**src/hrt_pkg.sv**
```systemverilog
// Shared types and constants for the HTTP request header tokenizer.
`default_nettype none

package hrt_pkg;

    // Character codes the tokenizer looks for
    localparam logic [7:0] BYTE_CR    = 8'h0D;
    localparam logic [7:0] BYTE_LF    = 8'h0A;
    localparam logic [7:0] BYTE_SP    = 8'h20;
    localparam logic [7:0] BYTE_COLON = 8'h3A;

    // Input command codes (carried on the input tuser)
    localparam logic [1:0] CMD_DATA  = 2'd0;
    localparam logic [1:0] CMD_FLUSH = 2'd1;
    localparam logic [1:0] CMD_NEWCN = 2'd2;

    // Parse mode; code 3 is unused and behaves as body
    localparam logic [1:0] MODE_REQ  = 2'd0;
    localparam logic [1:0] MODE_HDR  = 2'd1;
    localparam logic [1:0] MODE_BODY = 2'd2;

    // Field phase: request line method/path/version, headers key/value
    localparam logic [1:0] PH_FIRST  = 2'd0;
    localparam logic [1:0] PH_SECOND = 2'd1;
    localparam logic [1:0] PH_THIRD  = 2'd2;

    // Byte classes
    localparam logic [2:0] CLS_METHOD  = 3'd0;
    localparam logic [2:0] CLS_PATH    = 3'd1;
    localparam logic [2:0] CLS_VERSION = 3'd2;
    localparam logic [2:0] CLS_KEY     = 3'd3;
    localparam logic [2:0] CLS_VALUE   = 3'd4;
    localparam logic [2:0] CLS_DELIM   = 3'd5;
    localparam logic [2:0] CLS_BODY    = 3'd6;

    // Parser context carried from byte to byte
    typedef struct packed {
        logic [1:0] mode;
        logic [1:0] phase;
        logic       cr_before;
        logic       line_has;
        logic       meth_seen;
        logic       path_seen;
        logic       sp_after_colon;
    } t_pstate;

    localparam t_pstate PSTATE_CLEAR = '{
        mode: MODE_REQ, phase: PH_FIRST, cr_before: 1'b0, line_has: 1'b0,
        meth_seen: 1'b0, path_seen: 1'b0, sp_after_colon: 1'b0
    };

    // One classified result word
    typedef struct packed {
        logic       hdr_done;
        logic       req_ok;
        logic       line_end;
        logic [2:0] cls;
        logic [7:0] data;
    } t_result;

endpackage

`default_nettype wire

```
**src/hrt_classify.sv**
```systemverilog
// Combinational classifier: one held byte plus lookahead gives class and next context.
`default_nettype none

module hrt_classify
    import hrt_pkg::*;
(
    input  wire t_pstate    i_state,
    input  wire logic [7:0] i_byte,
    input  wire logic [7:0] i_next,
    input  wire logic       i_has_next,
    output t_pstate         o_state,
    output t_result         o_result
);

    logic cr_lf_ahead;
    logic colon_sp_ahead;

    assign cr_lf_ahead    = (i_byte == BYTE_CR) && i_has_next && (i_next == BYTE_LF);
    assign colon_sp_ahead = (i_byte == BYTE_COLON) && i_has_next && (i_next == BYTE_SP);

    // Classification and context update
    always_comb begin
        o_state           = i_state;
        o_state.cr_before = 1'b0;
        o_result.data     = i_byte;
        o_result.cls      = CLS_BODY;
        o_result.line_end = 1'b0;
        o_result.req_ok   = 1'b0;
        o_result.hdr_done = 1'b0;

        if (i_state.mode != MODE_REQ && i_state.mode != MODE_HDR) begin
            o_result.cls = CLS_BODY;
        end else if (i_byte == BYTE_LF && i_state.cr_before) begin
            // LF of a CRLF closes the line
            o_result.cls      = CLS_DELIM;
            o_result.line_end = 1'b1;
            if (i_state.mode == MODE_REQ) begin
                o_result.req_ok = (i_state.phase == PH_THIRD) && i_state.meth_seen
                                  && i_state.path_seen;
                o_state.mode    = MODE_HDR;
            end else if (!i_state.line_has) begin
                o_result.hdr_done = 1'b1;
                o_state.mode      = MODE_BODY;
            end
            o_state.phase          = PH_FIRST;
            o_state.line_has       = 1'b0;
            o_state.meth_seen      = 1'b0;
            o_state.path_seen      = 1'b0;
            o_state.sp_after_colon = 1'b0;
        end else if (cr_lf_ahead) begin
            o_result.cls      = CLS_DELIM;
            o_state.cr_before = 1'b1;
        end else begin
            o_state.line_has = 1'b1;
            if (i_state.sp_after_colon && i_byte == BYTE_SP) begin
                // space of the header separator
                o_result.cls           = CLS_DELIM;
                o_state.sp_after_colon = 1'b0;
                o_state.phase          = PH_SECOND;
            end else if (i_state.mode == MODE_REQ) begin
                if (i_byte == BYTE_SP && i_state.phase < PH_THIRD) begin
                    o_result.cls  = CLS_DELIM;
                    o_state.phase = i_state.phase + 2'd1;
                end else if (i_state.phase == PH_FIRST) begin
                    o_result.cls      = CLS_METHOD;
                    o_state.meth_seen = 1'b1;
                end else if (i_state.phase == PH_SECOND) begin
                    o_result.cls      = CLS_PATH;
                    o_state.path_seen = 1'b1;
                end else begin
                    o_result.cls = CLS_VERSION;
                end
            end else if (i_state.phase == PH_FIRST) begin
                if (colon_sp_ahead) begin
                    o_result.cls           = CLS_DELIM;
                    o_state.sp_after_colon = 1'b1;
                end else begin
                    o_result.cls = CLS_KEY;
                end
            end else begin
                o_result.cls = CLS_VALUE;
            end
        end
    end

endmodule

`default_nettype wire

```
**src/http_request_header_tokenizer_core.sv**
```systemverilog
// Top level of the HTTP request header tokenizer: lookahead register, context and output stage.
//
//  channel  | dir | tdata            | tuser
//  ---------+-----+------------------+--------------------------------------------
//  s (in)   | in  | [7:0] data byte  | [1:0] cmd
//  m (out)  | out | [7:0] out byte   | [2:0] class, [3] line end, [4] request ok,
//           |     |                  | [5] header done
//
//  One word per cycle while s_tready is high: a held byte is classified when the
//  next word is accepted, in the same cycle, and is written to the output register
//  on that acceptance. Throughput is set by the single output register; s_tready
//  follows m_tready while a result is held.
//  Synchronous active-low reset clears the context and empties both registers.
//  A stalled output holds its word; the input stalls only while it is full.
`default_nettype none

module http_request_header_tokenizer_core
    import hrt_pkg::*;
(
    input  wire logic       i_clk,
    input  wire logic       i_rst_n,
    input  wire logic       i_s_tvalid,
    output logic            o_s_tready,
    input  wire logic [7:0] i_s_tdata,   // [7:0] data_byte
    input  wire logic [1:0] i_s_tuser,   // [1:0] cmd
    output logic            o_m_tvalid,
    input  wire logic       i_m_tready,
    output logic [7:0]      o_m_tdata,   // [7:0] out_byte
    output logic [5:0]      o_m_tuser    // [2:0] byte_class, [3] line_end,
                                         // [4] request_ok, [5] header_done
);

    t_pstate    r_state, n_state;
    t_pstate    cls_state;
    t_result    cls_result;
    t_result    r_out;
    logic [7:0] r_held, n_held;
    logic       r_held_vld, n_held_vld;
    logic       r_m_vld;
    logic       s_acc;
    logic       emit;
    logic       is_data;
    logic       is_flush;

    assign o_s_tready = !r_m_vld || i_m_tready;
    assign s_acc      = i_s_tvalid && o_s_tready;
    assign is_data    = (i_s_tuser == CMD_DATA);
    assign is_flush   = (i_s_tuser == CMD_FLUSH) || (i_s_tuser == CMD_NEWCN);
    assign emit       = s_acc && r_held_vld && (is_data || is_flush);

    hrt_classify u_classify (
        .i_state    (r_state),
        .i_byte     (r_held),
        .i_next     (i_s_tdata),
        .i_has_next (is_data),
        .o_state    (cls_state),
        .o_result   (cls_result)
    );

    // Next lookahead and context
    always_comb begin
        n_state    = r_state;
        n_held     = r_held;
        n_held_vld = r_held_vld;
        if (s_acc) begin
            if (emit) begin
                n_state = cls_state;
            end
            if (is_data) begin
                n_held     = i_s_tdata;
                n_held_vld = 1'b1;
            end else if (is_flush) begin
                n_held     = 8'd0;
                n_held_vld = 1'b0;
                if (i_s_tuser == CMD_NEWCN) begin
                    n_state = PSTATE_CLEAR;
                end
            end
        end
    end

    // Context, lookahead and output registers
    always_ff @(posedge i_clk) begin
        if (!i_rst_n) begin
            r_state    <= PSTATE_CLEAR;
            r_held     <= 8'd0;
            r_held_vld <= 1'b0;
            r_m_vld    <= 1'b0;
        end else begin
            r_state    <= n_state;
            r_held     <= n_held;
            r_held_vld <= n_held_vld;
            if (emit) begin
                r_m_vld <= 1'b1;
            end else if (i_m_tready) begin
                r_m_vld <= 1'b0;
            end
        end
    end

    // Payload needs no reset
    always_ff @(posedge i_clk) begin
        if (emit) begin
            r_out <= cls_result;
        end
    end

    assign o_m_tvalid = r_m_vld;
    assign o_m_tdata  = r_out.data;
    assign o_m_tuser  = {r_out.hdr_done, r_out.req_ok, r_out.line_end, r_out.cls};

    // Flags only ride on the LF of a CRLF
    a_flags_on_line_end: assert property (@(posedge i_clk) disable iff (!i_rst_n)
        (r_m_vld && (r_out.hdr_done || r_out.req_ok)) |-> (r_out.line_end &&
        r_out.cls == CLS_DELIM))
        else $error("request_ok or header_done without line end");

    // End of headers moves the parser to body
    a_body_after_done: assert property (@(posedge i_clk) disable iff (!i_rst_n)
        (emit && cls_result.hdr_done && i_s_tuser != CMD_NEWCN) |=>
        (r_state.mode == MODE_BODY))
        else $error("header_done without entering body mode");

    // Nothing held means no result
    a_no_emit_empty: assert property (@(posedge i_clk) disable iff (!i_rst_n)
        (s_acc && !r_held_vld) |=> !r_m_vld)
        else $error("result produced with no held byte");

    // Body bytes never carry line flags
    a_body_plain: assert property (@(posedge i_clk) disable iff (!i_rst_n)
        (r_m_vld && r_out.cls == CLS_BODY) |-> !r_out.line_end)
        else $error("body byte flagged as line end");

endmodule

`default_nettype wire
```
**config.mk**
```make
export PLATFORM = sky130hd
export DESIGN_NAME = http_request_header_tokenizer_core
export DESIGN_NICKNAME = d
export VERILOG_FILES = /design/src/hrt_pkg.sv /design/src/hrt_classify.sv /design/src/http_request_header_tokenizer_core.sv
export SDC_FILE = /design/constraint.sdc
export NUM_CORES = 1
export LEC_CHECK = 0
export ABC_AREA = 1
export CAP_MARGIN = 20
export CELL_PAD_IN_SITES_DETAIL_PLACEMENT = 1
export CELL_PAD_IN_SITES_GLOBAL_PLACEMENT = 1
export CORE_MARGIN = 3
export CORE_UTILIZATION = 46
export CTS_CLUSTER_DIAMETER = 120
export DETAILED_ROUTE_END_ITERATION = 10
export DONT_BUFFER_PORTS = 1
export MAX_ROUTING_LAYER = met4
export PLACE_DENSITY_LB_ADDON = 0.1
export SLEW_MARGIN = 20
export SYNTH_ARGS = -nofsm -noshare
export SYNTH_HDL_FRONTEND = slang
export SYNTH_SLANG_ARGS = --single-unit
```
**constraint.sdc**
```tcl
create_clock -name i_clk -period 1.54 [get_ports i_clk]
set_input_delay 0 -clock i_clk [delete_from_list [all_inputs] [get_ports i_clk]]
set_output_delay 0 -clock i_clk [all_outputs]
set_load 0.01 [all_outputs]
```
==> metrics.yaml, run 1 <==
sta:
  rsz0062_at_grt: "false"
  finalCriticalPeriod_ps: 1445
  setup_viol: 0
  fmax_mhz: 691.9
  hold_viol_final: 0
  worst_pin_slew_ps: 290.1
  drv_slew: 0
  fin_crit_sh_pct: 93.85
  slew_headroom_pct: 80.63
  skew_ps: 7.779
  layout_setup_ws_ps: 94.69
critical_path:
  reg2reg_slack_ps: 90
  timing.rr.start: "r_held[6]"
  arrival_ps: 1460
  cp_max_fo: 5
  crit_chain: "inv_1 > nand2_2 > nor2_4 > nand3_4 > nand2_2 > nor3_2 > nand3b_1"
  regToRegEndpoint: "o_m_tuser[2]"
  cp-start-kind: "flip-flop"
  cp_slowest_stage_delay_ps: 400
  critPathRequiredTime_ps: 1560
  reg2regPathDepth: 7
  crit_top_cell: "nand2_2"
  slowest_stage: "dfxtp_1"
  endpoint_kind: "flip-flop"
  crit_type: "reg2reg"
cts:
  cts.path.max_buffers: 2
  clk-insertion-delay-late_ps: 280
  clock-root-buffer: "clkbuf_8"
  cts_tree: "done"
  cts_made_buffers: 5
  post_cts_buffers: 0
  htreeDepth: 2
  numClockSinks: 33
  path_clk_slew_ps: 60
global_routing:
  grt_pass1_vias: 1520
  grt_max_degree: 15
  gr-total-overflow: 0
  grt_usage_pct: 22.44
  antenna_found_initial: 0
  grt_pass1_wl_um: 7265
placed_design:
  dp.cells: 255
  io_buffers: 0
  gp_congestion: 0.8147
  dp_slack_ps: -7.188
  dp_hpwl_um: 3166
cells_and_area:
  stdcell_count: 274
  final_nets: 247
  drive_gt1_share_pct: 19.74
  diodes: 0
  nFillCells: 434
  syn2layout_area_growth_pct: 17.91
  utilization_pct: 58.19
synth:
  synth_fp_nets: 227
  yosysTopAreaCell: "edfxtp_1"
  synthTopCellsByArea: "edfxtp_1 (25%), dfxtp_1 (22%), nand2_1 (8.8%)"
  avgSynthCellArea_um2: 8.269
  synth_area_um2: 1712
  postSynthCellCount: 207
  seq_area_frac_synth_pct: 46.78
  synth_top_area_share_pct: 24.56
  ys_warn_count: 0
  synth.ff_latch_count: 33
  ys_types: 30
drt:
  dr.pass1.iters: 4
  wirelength_um: 4319
  wl_per_cell_um: 15.76
  ant_nets: 0
  drt_iter0_drc: 88
  vias: 1474
  via_per_inst: 5.380
  remaining_drc_errors: 0
die:
  die-area_um2: 4489
  die_x_um: 67
  start_util_pct: 49.35
  dieHeight_um: 67
  io_pins: 30
  fp.coreArea_um2: 3468
  row_count: 21
worst_hold_path:
  hold_start: "i_rst_n"
  hold_class: "in2reg"
  min_to: "r_state[5]"
  whs_path_depth: 3
job:
  drv_cap: 0
pwr:
  ir_drop_mv: 0.4700
  p_per_area_nw_per_um2: 836.8
  leakagePower_nw: 0.8298
run_status:
  status: "finished clean"
cells by family (layout without fill, tap and decap cells):
family	Yosys count	after routing	synth area share [%]
AO/OA/AOI/OAI	26	26	8.626
adder cells (fa/ha/maj)	6	6	4.386
buffers and inverters	32	53	7.894
flip-flops	33	33	46.78
AND/OR/NAND/NOR	110	110	32.31
worst max path at each step:
| stage | depth (start not counted) | end | slack [ps] | startpoint |
|---|---|---|---|---|
| finish | 7 | o_m_tuser[2] | 90 | r_held[6] |
| global route | 8 | o_m_tuser[1] | 3 | r_held[6] |
| CTS | 7 | o_m_tuser[1] | 7 | r_held[1] |
| detailed placement | 7 | o_m_tuser[1] | -7 | r_held[3] |
| global placement | 7 | o_m_tuser[1] | 30 | r_held[3] |
| floorplan | 7 | o_m_tuser[1] | 270 | r_held[3] |
power breakdown:
group / internal (mW) / switching, mW
logic: 0.0568 / 0.0809
registers: 0.918 / 0.0125
clock network: 0.317 / 0.304
total: 1.29 / 0.398
cell type report:
type	instances	area (µm²)	share of cell area [%]
Clock buffer	7	76.32	3.782
Timing Repair Buffer	16	160.2	7.936
Tap cell	46	57.56	2.852
Inverter	29	111.4	5.518
Clock inverter	1	5.005	0.2480
Multi-Input combinational cell	142	799.5	39.62
Sequential cell	33	808.3	40.05
cells in the final DEF (no fill, tap or decap), types with 2 or more instances in the layout:
| cell type | netlist | final |
|---|---|---|
| nor3_1 | 4 | 4 |
| dfxtp_2 | 0 | 6 |
| nor2_2 | 6 | 5 |
| nand2_1 | 40 | 40 |
| a21oi_1 | 18 | 18 |
| nand3_1 | 17 | 16 |
| inv_2 | 4 | 4 |
| dlygate4sd3_1 | 0 | 11 |
| nand3b_1 | 2 | 2 |
| buf_4 | 0 | 4 |
| nand3_2 | 2 | 2 |
| nand3_4 | 1 | 2 |
| nand2_2 | 2 | 2 |
| dfxtp_1 | 19 | 13 |
| clkinv_2 | 2 | 3 |
| edfxtp_1 | 14 | 14 |
| clkbuf_1 | 0 | 2 |
| nand2_4 | 2 | 2 |
| nor2_1 | 25 | 25 |
| nand4_1 | 3 | 3 |
| a21oi_2 | 2 | 2 |
| ha_1 | 6 | 6 |
| clkbuf_8 | 1 | 5 |
| nor2_4 | 3 | 4 |
| inv_1 | 23 | 23 |
flip-flops by register name, indices dropped and copies added (netlist names):
name and count:
r_state 9, r_held 8, o_m_tuser 6, o_m_tdata 8
o_m_tvalid 1, r_held_vld 1
timing repair:
item	4_1_cts	5_1_grt
hold buffers	11	0
resized for setup	1	9
hold endpoints to repair	12	0
setup endpoints to repair	1	11
pin swaps	0	1
cell usage after synthesis:
cell type,n
nor2_4,3
nor2_1,25
nand3_4,1
nand3b_1,2
a21oi_2,2
nand2_2,2
ha_1,6
buf_2,2
edfxtp_1,14
a21boi_1,1
dfxtp_1,19
o21ai_2,1
nand3_2,2
a21oi_1,18
nand3_1,17
nor3_1,4
o21ai_0,1
clkinv_2,2
clkbuf_8,1
a21o_1,1
nand2_4,2
nor3_2,2
nand4_1,3
a31oi_1,1
inv_1,23
nor2_2,6
nand2_1,40
inv_2,4
nor4_1,1
o21ai_1,1
metrics by stage:
| stage | hold slack [ps] | power, mW | TNS (ps) | cell area, µm² |
|---|---|---|---|---|
| after floorplan | 99.46 | 1.028 | 0 | 1712 |
| after global placement | 105.6 | 1.052 | 0 | 1795 |
| after detailed placement | 108.9 | 1.056 | -7.188 | 1795 |
| after CTS | 25.97 | 1.697 | 0 | 1988 |
| after global routing | 51.37 | 1.756 | 0 | 2018 |
| final | 37.83 | 1.689 | 0 | 2018 |
metal layers:
metal | vias up | GRT usage, % | share of wire (%)
li1 | 714 | - | -
met2 | 43 | 37.67 | 48
met5 | - | - | 0
met3 | 6 | 5.059 | 3.8
met1 | 711 | 26.66 | 47
met4 | 0 | 6.835 | 1.3
critical path, delay by kind of cell (launching register included):
kind	cells	cell delay, ps
buffers and inverters	1	80
AND/OR/NAND/NOR	6	700
flip-flops	1	400
Note: power is estimated with default switching activity, not from simulation.
==> run 2: changes to the inputs <==
==> constraint.sdc (replaced) <==
create_clock -name i_clk -period 1.54 [get_ports i_clk]
set_input_delay 0.308 -clock i_clk [delete_from_list [all_inputs] [get_ports i_clk]]
set_output_delay 0.308 -clock i_clk [all_outputs]
set_load 0.01 [all_outputs]
==> run 2 against run 1 <==
Cell area is 3.3% lower. Core utilization fell by 1.9 points. Combinational power shrank 17%. Flip-flop and latch count is the same. Worst hold slack improved by 96 ps. Fmax rose by 2.7%. Largest cell class unchanged. Final cell count shrank 2.6%. Non-clock buffer count shrank 7. First-iteration DRC count down 9.1%. Register-to-register slack better by 40 ps. Critical path type unchanged. Sequential power about the same. Die area is the same.
==> metrics.yaml, run 2 (synthesis results as in run 1) <==
run_status:
  status: "finished clean"
global_routing:
  gr-total-overflow: 0
  antenna_found_initial: 0
  grt_pass1_vias: 1443
  grt_max_degree: 15
  grt_usage_pct: 21.96
  grt_pass1_wl_um: 6969
cells_and_area:
  final_nets: 240
  largest_reg_flops: 9
  final_common_cell: "nand2_1"
  layout_common_cells: "nand2_1 (40), nor2_1 (25), inv_1 (23), a21oi_1 (18), nand3_1 (16)"
  stdcell_count: 267
  diodes: 0
  drive_gt1_share_pct: 22.62
  largest_register: "r_state"
  syn2layout_area_growth_pct: 13.96
  final_area_um2: 1951
worst_hold_path:
  min_to: "r_state[0]"
  whs_path_depth: 2
  hold_start: "i_rst_n"
  hold_class: "in2reg"
critical_path:
  regToRegEndpoint: "o_m_tuser[0]"
  critPathTopFamily: "flip-flops"
  cp_num_buf_inv: 2
  timing.rr.start: "r_state[8]"
  crit_type: "reg2reg"
  cp_max_fo: 6
  critPathRequiredTime_ps: 1590
  crit_chain: "nor2_2 > inv_2 > nor2_1 > a21oi_1 > nand3_1 > nand2_1 > inv_1"
  reg2regPathDepth: 7
  cp_slowest_stage_delay_ps: 490
  endpoint_kind: "flip-flop"
  slowest_stage: "dfxtp_1"
  cp-start-kind: "flip-flop"
  arrival_ps: 1460
  reg2reg_slack_ps: 130
cts:
  post_cts_buffers: 0
  cts_made_buffers: 5
  postCtsHoldBufs: 0
  path_clk_slew_ps: 60
  clk-insertion-delay-late_ps: 290
  numClockSinks: 33
  cts_tree: "done"
  clock-root-buffer: "clkbuf_8"
  cts.path.max_buffers: 2
  htreeDepth: 2
drt:
  remaining_drc_errors: 0
  vias: 1386
  wirelength_um: 4183
  dr.pass1.iters: 4
  drt_iter0_drc: 80
  ant_nets: 0
  wl_per_cell_um: 15.67
  via_per_inst: 5.191
sta:
  hold_viol_final: 0
  skew_ps: 5.854
  layout_setup_ws_ps: 132.6
  drv_slew: 0
  rsz0062_at_grt: "false"
  whs_ps: 134.1
  worst_pin_slew_ps: 294.4
  fmax_mhz: 710.5
  slew_headroom_pct: 80.35
  fin_crit_sh_pct: 91.39
  setup_viol: 0
  finalCriticalPeriod_ps: 1407
  tns_ps: 0
pwr:
  p_per_area_nw_per_um2: 939.2
  ir_drop_mv: 0.5689
  leakagePower_nw: 0.8173
die:
  die_x_um: 67
  dieHeight_um: 67
  io_pins: 30
  die-area_um2: 4489
  row_count: 21
  start_util_pct: 49.35
  fp.coreArea_um2: 3468
job:
  drv_cap: 0
placed_design:
  dp_slack_ps: 41.59
  dp_hpwl_um: 3225
  io_buffers: 0
  gp_congestion: 0.8492
  post_dp_cell_area_um2: 1826
  dp.cells: 259
## run 2: cell types whose count changed in the layout (fill, tap and decap cells not counted), sizes merged
cell	change
bufinv	+1
clkbuf	-1
dlygate4sd3	-11
buf	+4
## run 2: area by class of cell
cell class / instances / area, µm²
clock inverters: 2 / 33.78
flip-flops and latches: 33 / 809.5
repair buffers: 9 / 80.08
inverters: 29 / 111.4
multi-input cells: 142 / 785.8
clock buffers: 6 / 72.57
well taps: 46 / 57.56
fillers: 430 / 1518
## run 2: worst max-delay path by stage
stage | startpoint | endpoint | slack [ps] | cells past startpoint
after floorplan | i_s_tuser[0] | o_m_tuser[1] | 190 | 9
after global placement | i_s_tuser[0] | o_m_tuser[1] | 100 | 9
after detailed placement | i_s_tuser[0] | o_m_tuser[1] | 40 | 9
after CTS | r_held[3] | o_m_tuser[1] | 60 | 7
after global routing | r_held[6] | o_m_tuser[1] | 8 | 8
final | r_state[8] | o_m_tuser[0] | 130 | 7
## run 2: layer usage
layer	share of wire [%]	vias to the layer above	GRT usage, %
met2	50	33	35.71
li1	-	699	-
met4	1.5	0	7.595
met3	4.3	6	5.228
met1	44	648	26.54
met5	0	-	-
## run 2: worst register-to-register path, delay by kind of cell, from the launching register on
family	cells	cell delay, ps
buffers and inverters	2	150
AND/OR/NAND/NOR	4	360
flip-flops	1	490
AO/OA/AOI/OAI	1	170
## run 2: what timing repair did
action | 4_1_cts | 5_1_grt
resized for setup | 0 | 9
hold endpoints to repair | 0 | 0
endpoints found under the setup margin | 0 | 11
## run 2: where the power goes
part           internal, mW  leakage, nW  switching [mW]
combinational        0.0407        0.464          0.0743
clock                 0.477       0.0528           0.311
sequential            0.918        0.301          0.0114
total                  1.44        0.817           0.397
## run 2: through the flow
step	total power [mW]	util [%]
after global routing	1.905	56.24
after CTS	1.834	55.70
final	1.832	56.24
after floorplan	1.028	-
after detailed placement	1.060	52.63
after global placement	1.055	52.63
==> run 3: changes to the inputs <==
--- a/config.mk
+++ b/config.mk
@@ -5,12 +5,12 @@
 export SDC_FILE = /design/constraint.sdc
 export NUM_CORES = 1
 export LEC_CHECK = 0
-export ABC_AREA = 1
+export ABC_AREA = 0
 export CAP_MARGIN = 20
 export CELL_PAD_IN_SITES_DETAIL_PLACEMENT = 1
 export CELL_PAD_IN_SITES_GLOBAL_PLACEMENT = 1
 export CORE_MARGIN = 3
-export CORE_UTILIZATION = 46
+export CORE_UTILIZATION = 47
 export CTS_CLUSTER_DIAMETER = 120
 export DETAILED_ROUTE_END_ITERATION = 10
 export DONT_BUFFER_PORTS = 1
==> run 3 against run 2 <==
The run now ends with negative setup slack left. Register-to-register slack worse by 170 ps. Setup slack got worse by 170 ps. Core utilization grew 5.1 points. Combinational power fell by 7%. Largest cell class is now multi-input gates. Largest power group unchanged.
==> metrics.yaml, run 3 <==
run_status:
  status: "finished, violations left"
  violations: "negative setup slack"
global_routing:
  grt_pass1_wl_um: 7203
  grt_usage_pct: 23.83
  grt_pass1_vias: 1440
  antenna_found_initial: 0
  grt_max_degree: 17
  gr-total-overflow: 0
synth:
  synthAdderAreaFrac_pct: 4.615
  synth_edf_count: 14
  synth.most_common_cell: "nand2_1"
  async_reset_ff_share_pct: 0
  yosysTopAreaCell: "edfxtp_1"
  seq_area_frac_synth_pct: 49.23
  ys_types: 41
  synth_commonest_cells: "nand2_1 (23), dfxtp_1 (19), edfxtp_1 (14), nand3_1 (14), a21boi_0 (10)"
  synthTopCellsByArea: "edfxtp_1 (26%), dfxtp_1 (23%), nand2_1 (5.3%)"
  synthMuxAreaShare_pct: 0
  synth_area_um2: 1627
  synth_compound_area_share_pct: 13.00
  synth_xor_area_share_pct: 0
  ys_warn_count: 0
  synth_top_family_by_area: "simple AND/OR/NAND/NOR gates"
  synth.ff_latch_count: 33
  synth-main-ff-cell: "dfxtp_1"
  yosys.area_share.simple_pct: 29.46
  avgSynthCellArea_um2: 9.979
  synth_fp_nets: 183
  postSynthCellCount: 163
  synth_top_area_share_pct: 25.85
pwr:
  ir_drop_mv: 0.5288
  leakagePower_nw: 0.7414
  p_per_area_nw_per_um2: 781.0
cts:
  cts_made_buffers: 5
  clk-insertion-delay-late_ps: 360
  postCtsHoldBufs: 0
  cts_tree: "done"
  cts.path.max_buffers: 2
  clock-root-buffer: "clkbuf_4"
  path_clk_slew_ps: 100
  htreeDepth: 2
  numClockSinks: 33
sta:
  skew_ps: 4.833
  finalCriticalPeriod_ps: 1579
  rsz0062_at_grt: "true"
  fmax_mhz: 633.4
  layout_setup_ws_ps: -38.74
  worst_pin_slew_ps: 380.3
  tns_ps: -63.50
  hold_viol_final: 0
  fin_crit_sh_pct: 102.5
  setup_viol: 3
  whs_ps: 80.02
  slew_headroom_pct: 74.56
  drv_slew: 0
critical_path:
  crit_path_start: "r_held[1]"
  worstSetupEndpoint: "r_state[1]"
  arrival_ps: 1830
  endpoint_kind: "flip-flop"
  crit_type: "reg2reg"
  regToRegEndpoint: "r_state[1]"
  reg2reg_slack_ps: -40
  cp-start-kind: "flip-flop"
  critPathRequiredTime_ps: 1800
  timing.rr.start: "r_held[1]"
  reg2regPathDepth: 7
  cp_max_fo: 4
placed_design:
  gp_congestion: 0.8736
  dp_hpwl_um: 3191
  post_dp_cell_area_um2: 1763
  io_buffers: 0
drt:
  wl_per_cell_um: 20.65
  drt_iter0_drc: 78
  vias: 1344
  via_per_inst: 5.869
  ant_nets: 0
  remaining_drc_errors: 0
  wirelength_um: 4728
  dr.pass1.iters: 4
cells_and_area:
  drive_gt1_share_pct: 31.35
  layout_common_cells: "nand2_1 (22), buf_4 (18), edfxtp_1 (14), dfxtp_1 (13), nand3_1 (12)"
  syn2layout_area_growth_pct: 19.85
  diodes: 0
  final_area_um2: 1949
  nFillCells: 365
  largest_reg_flops: 9
  final_common_cell: "nand2_1"
  final_nets: 204
  largest_register: "r_state"
die:
  dieHeight_um: 64.83
  die-area_um2: 4203
  fp.coreArea_um2: 3178
  die_x_um: 64.83
  io_pins: 30
  row_count: 20
  start_util_pct: 51.18
job:
  drv_cap: 0
worst_hold_path:
  hold_class: "in2reg"
## run 3: cell count changes in the layout (fill, tap and decap cells not counted), moves of 4 or more
cell,before,now
inv_1,23,5
nand2_1,40,22
nor2_1,25,7
a21oi_1,18,5
a21boi_0,0,10
buf_4,8,18
clkbuf_4,0,5
clkbuf_8,5,0
inv_2,4,0
nand3_1,16,12
nand4b_1,0,4
nor2_4,4,0
## run 3: per-layer routing
metal / routed length (µm) / track usage [%] / vias to the layer above
li1: - / - / 630
met1: 1945 / 27.05 / 656
met2: 2379 / 39.59 / 47
met3: 288 / 6.759 / 11
met4: 113 / 9.499 / 0
met5: 0 / - / -
## run 3: cell type report
class                   instances  area [µm²]  share of cell area (%)
clock buffers                   6       41.29                   2.118
clock inverters                 2       10.01                  0.5135
inverters                       5       18.77                  0.9628
multi-input cells             118       844.6                   43.32
flip-flops and latches         33       810.8                   41.59
well taps                      44       55.05                   2.824
repair buffers                 21       168.9                   8.665
## run 3: cells by family after synthesis
family	after synthesis
AOI/OAI and AO/OA	31
adders and majority gates	6
and+or+nand+nor	81
buffers and inverters	12
DFF	33
## run 3: what timing repair did
action	CTS	global route
endpoints found under the setup margin	5	28
setup buffers	1	4
pin swaps	3	3
gates resized for setup	7	19
## run 3: metrics by stage
step	power [mW]	setup WS, ps	std cells	utilization, %
after floorplan	1.013	3.010	163	-
after global placement	1.036	-60.64	216	55.47
after detailed placement	1.042	-98.58	216	55.47
after CTS	1.508	-7.952	225	58.03
after global routing	1.586	-148.8	229	61.34
final	1.523	-38.74	229	61.34
## run 3: how the worst min path moves through the flow
stage / startpoint / end / cells after the start
after floorplan: r_state[1] / r_state[1] / 2
after CTS: i_rst_n / o_m_tvalid / 1
final: i_rst_n / r_held[3] / 1
after detailed placement: i_rst_n / r_held_vld / 1
after global routing: i_rst_n / r_held[3] / 1
after global placement: r_state[2] / r_state[2] / 2
## run 3: power breakdown
group          total [mW]  internal (mW)  switching (mW)  leakage, nW
clock               0.488          0.173           0.315       0.0320
combinational       0.107         0.0507          0.0567        0.416
sequential          0.927          0.916          0.0109        0.294
## run 3: critical path, cell delays in order (launching register included)
cell and delay [ps]:
dfxtp_2 340, buf_6 120, nor4bb_4 270, nand2_1 120
nor3_4 200, buf_6 150, nand4b_1 170, o21ai_1 100
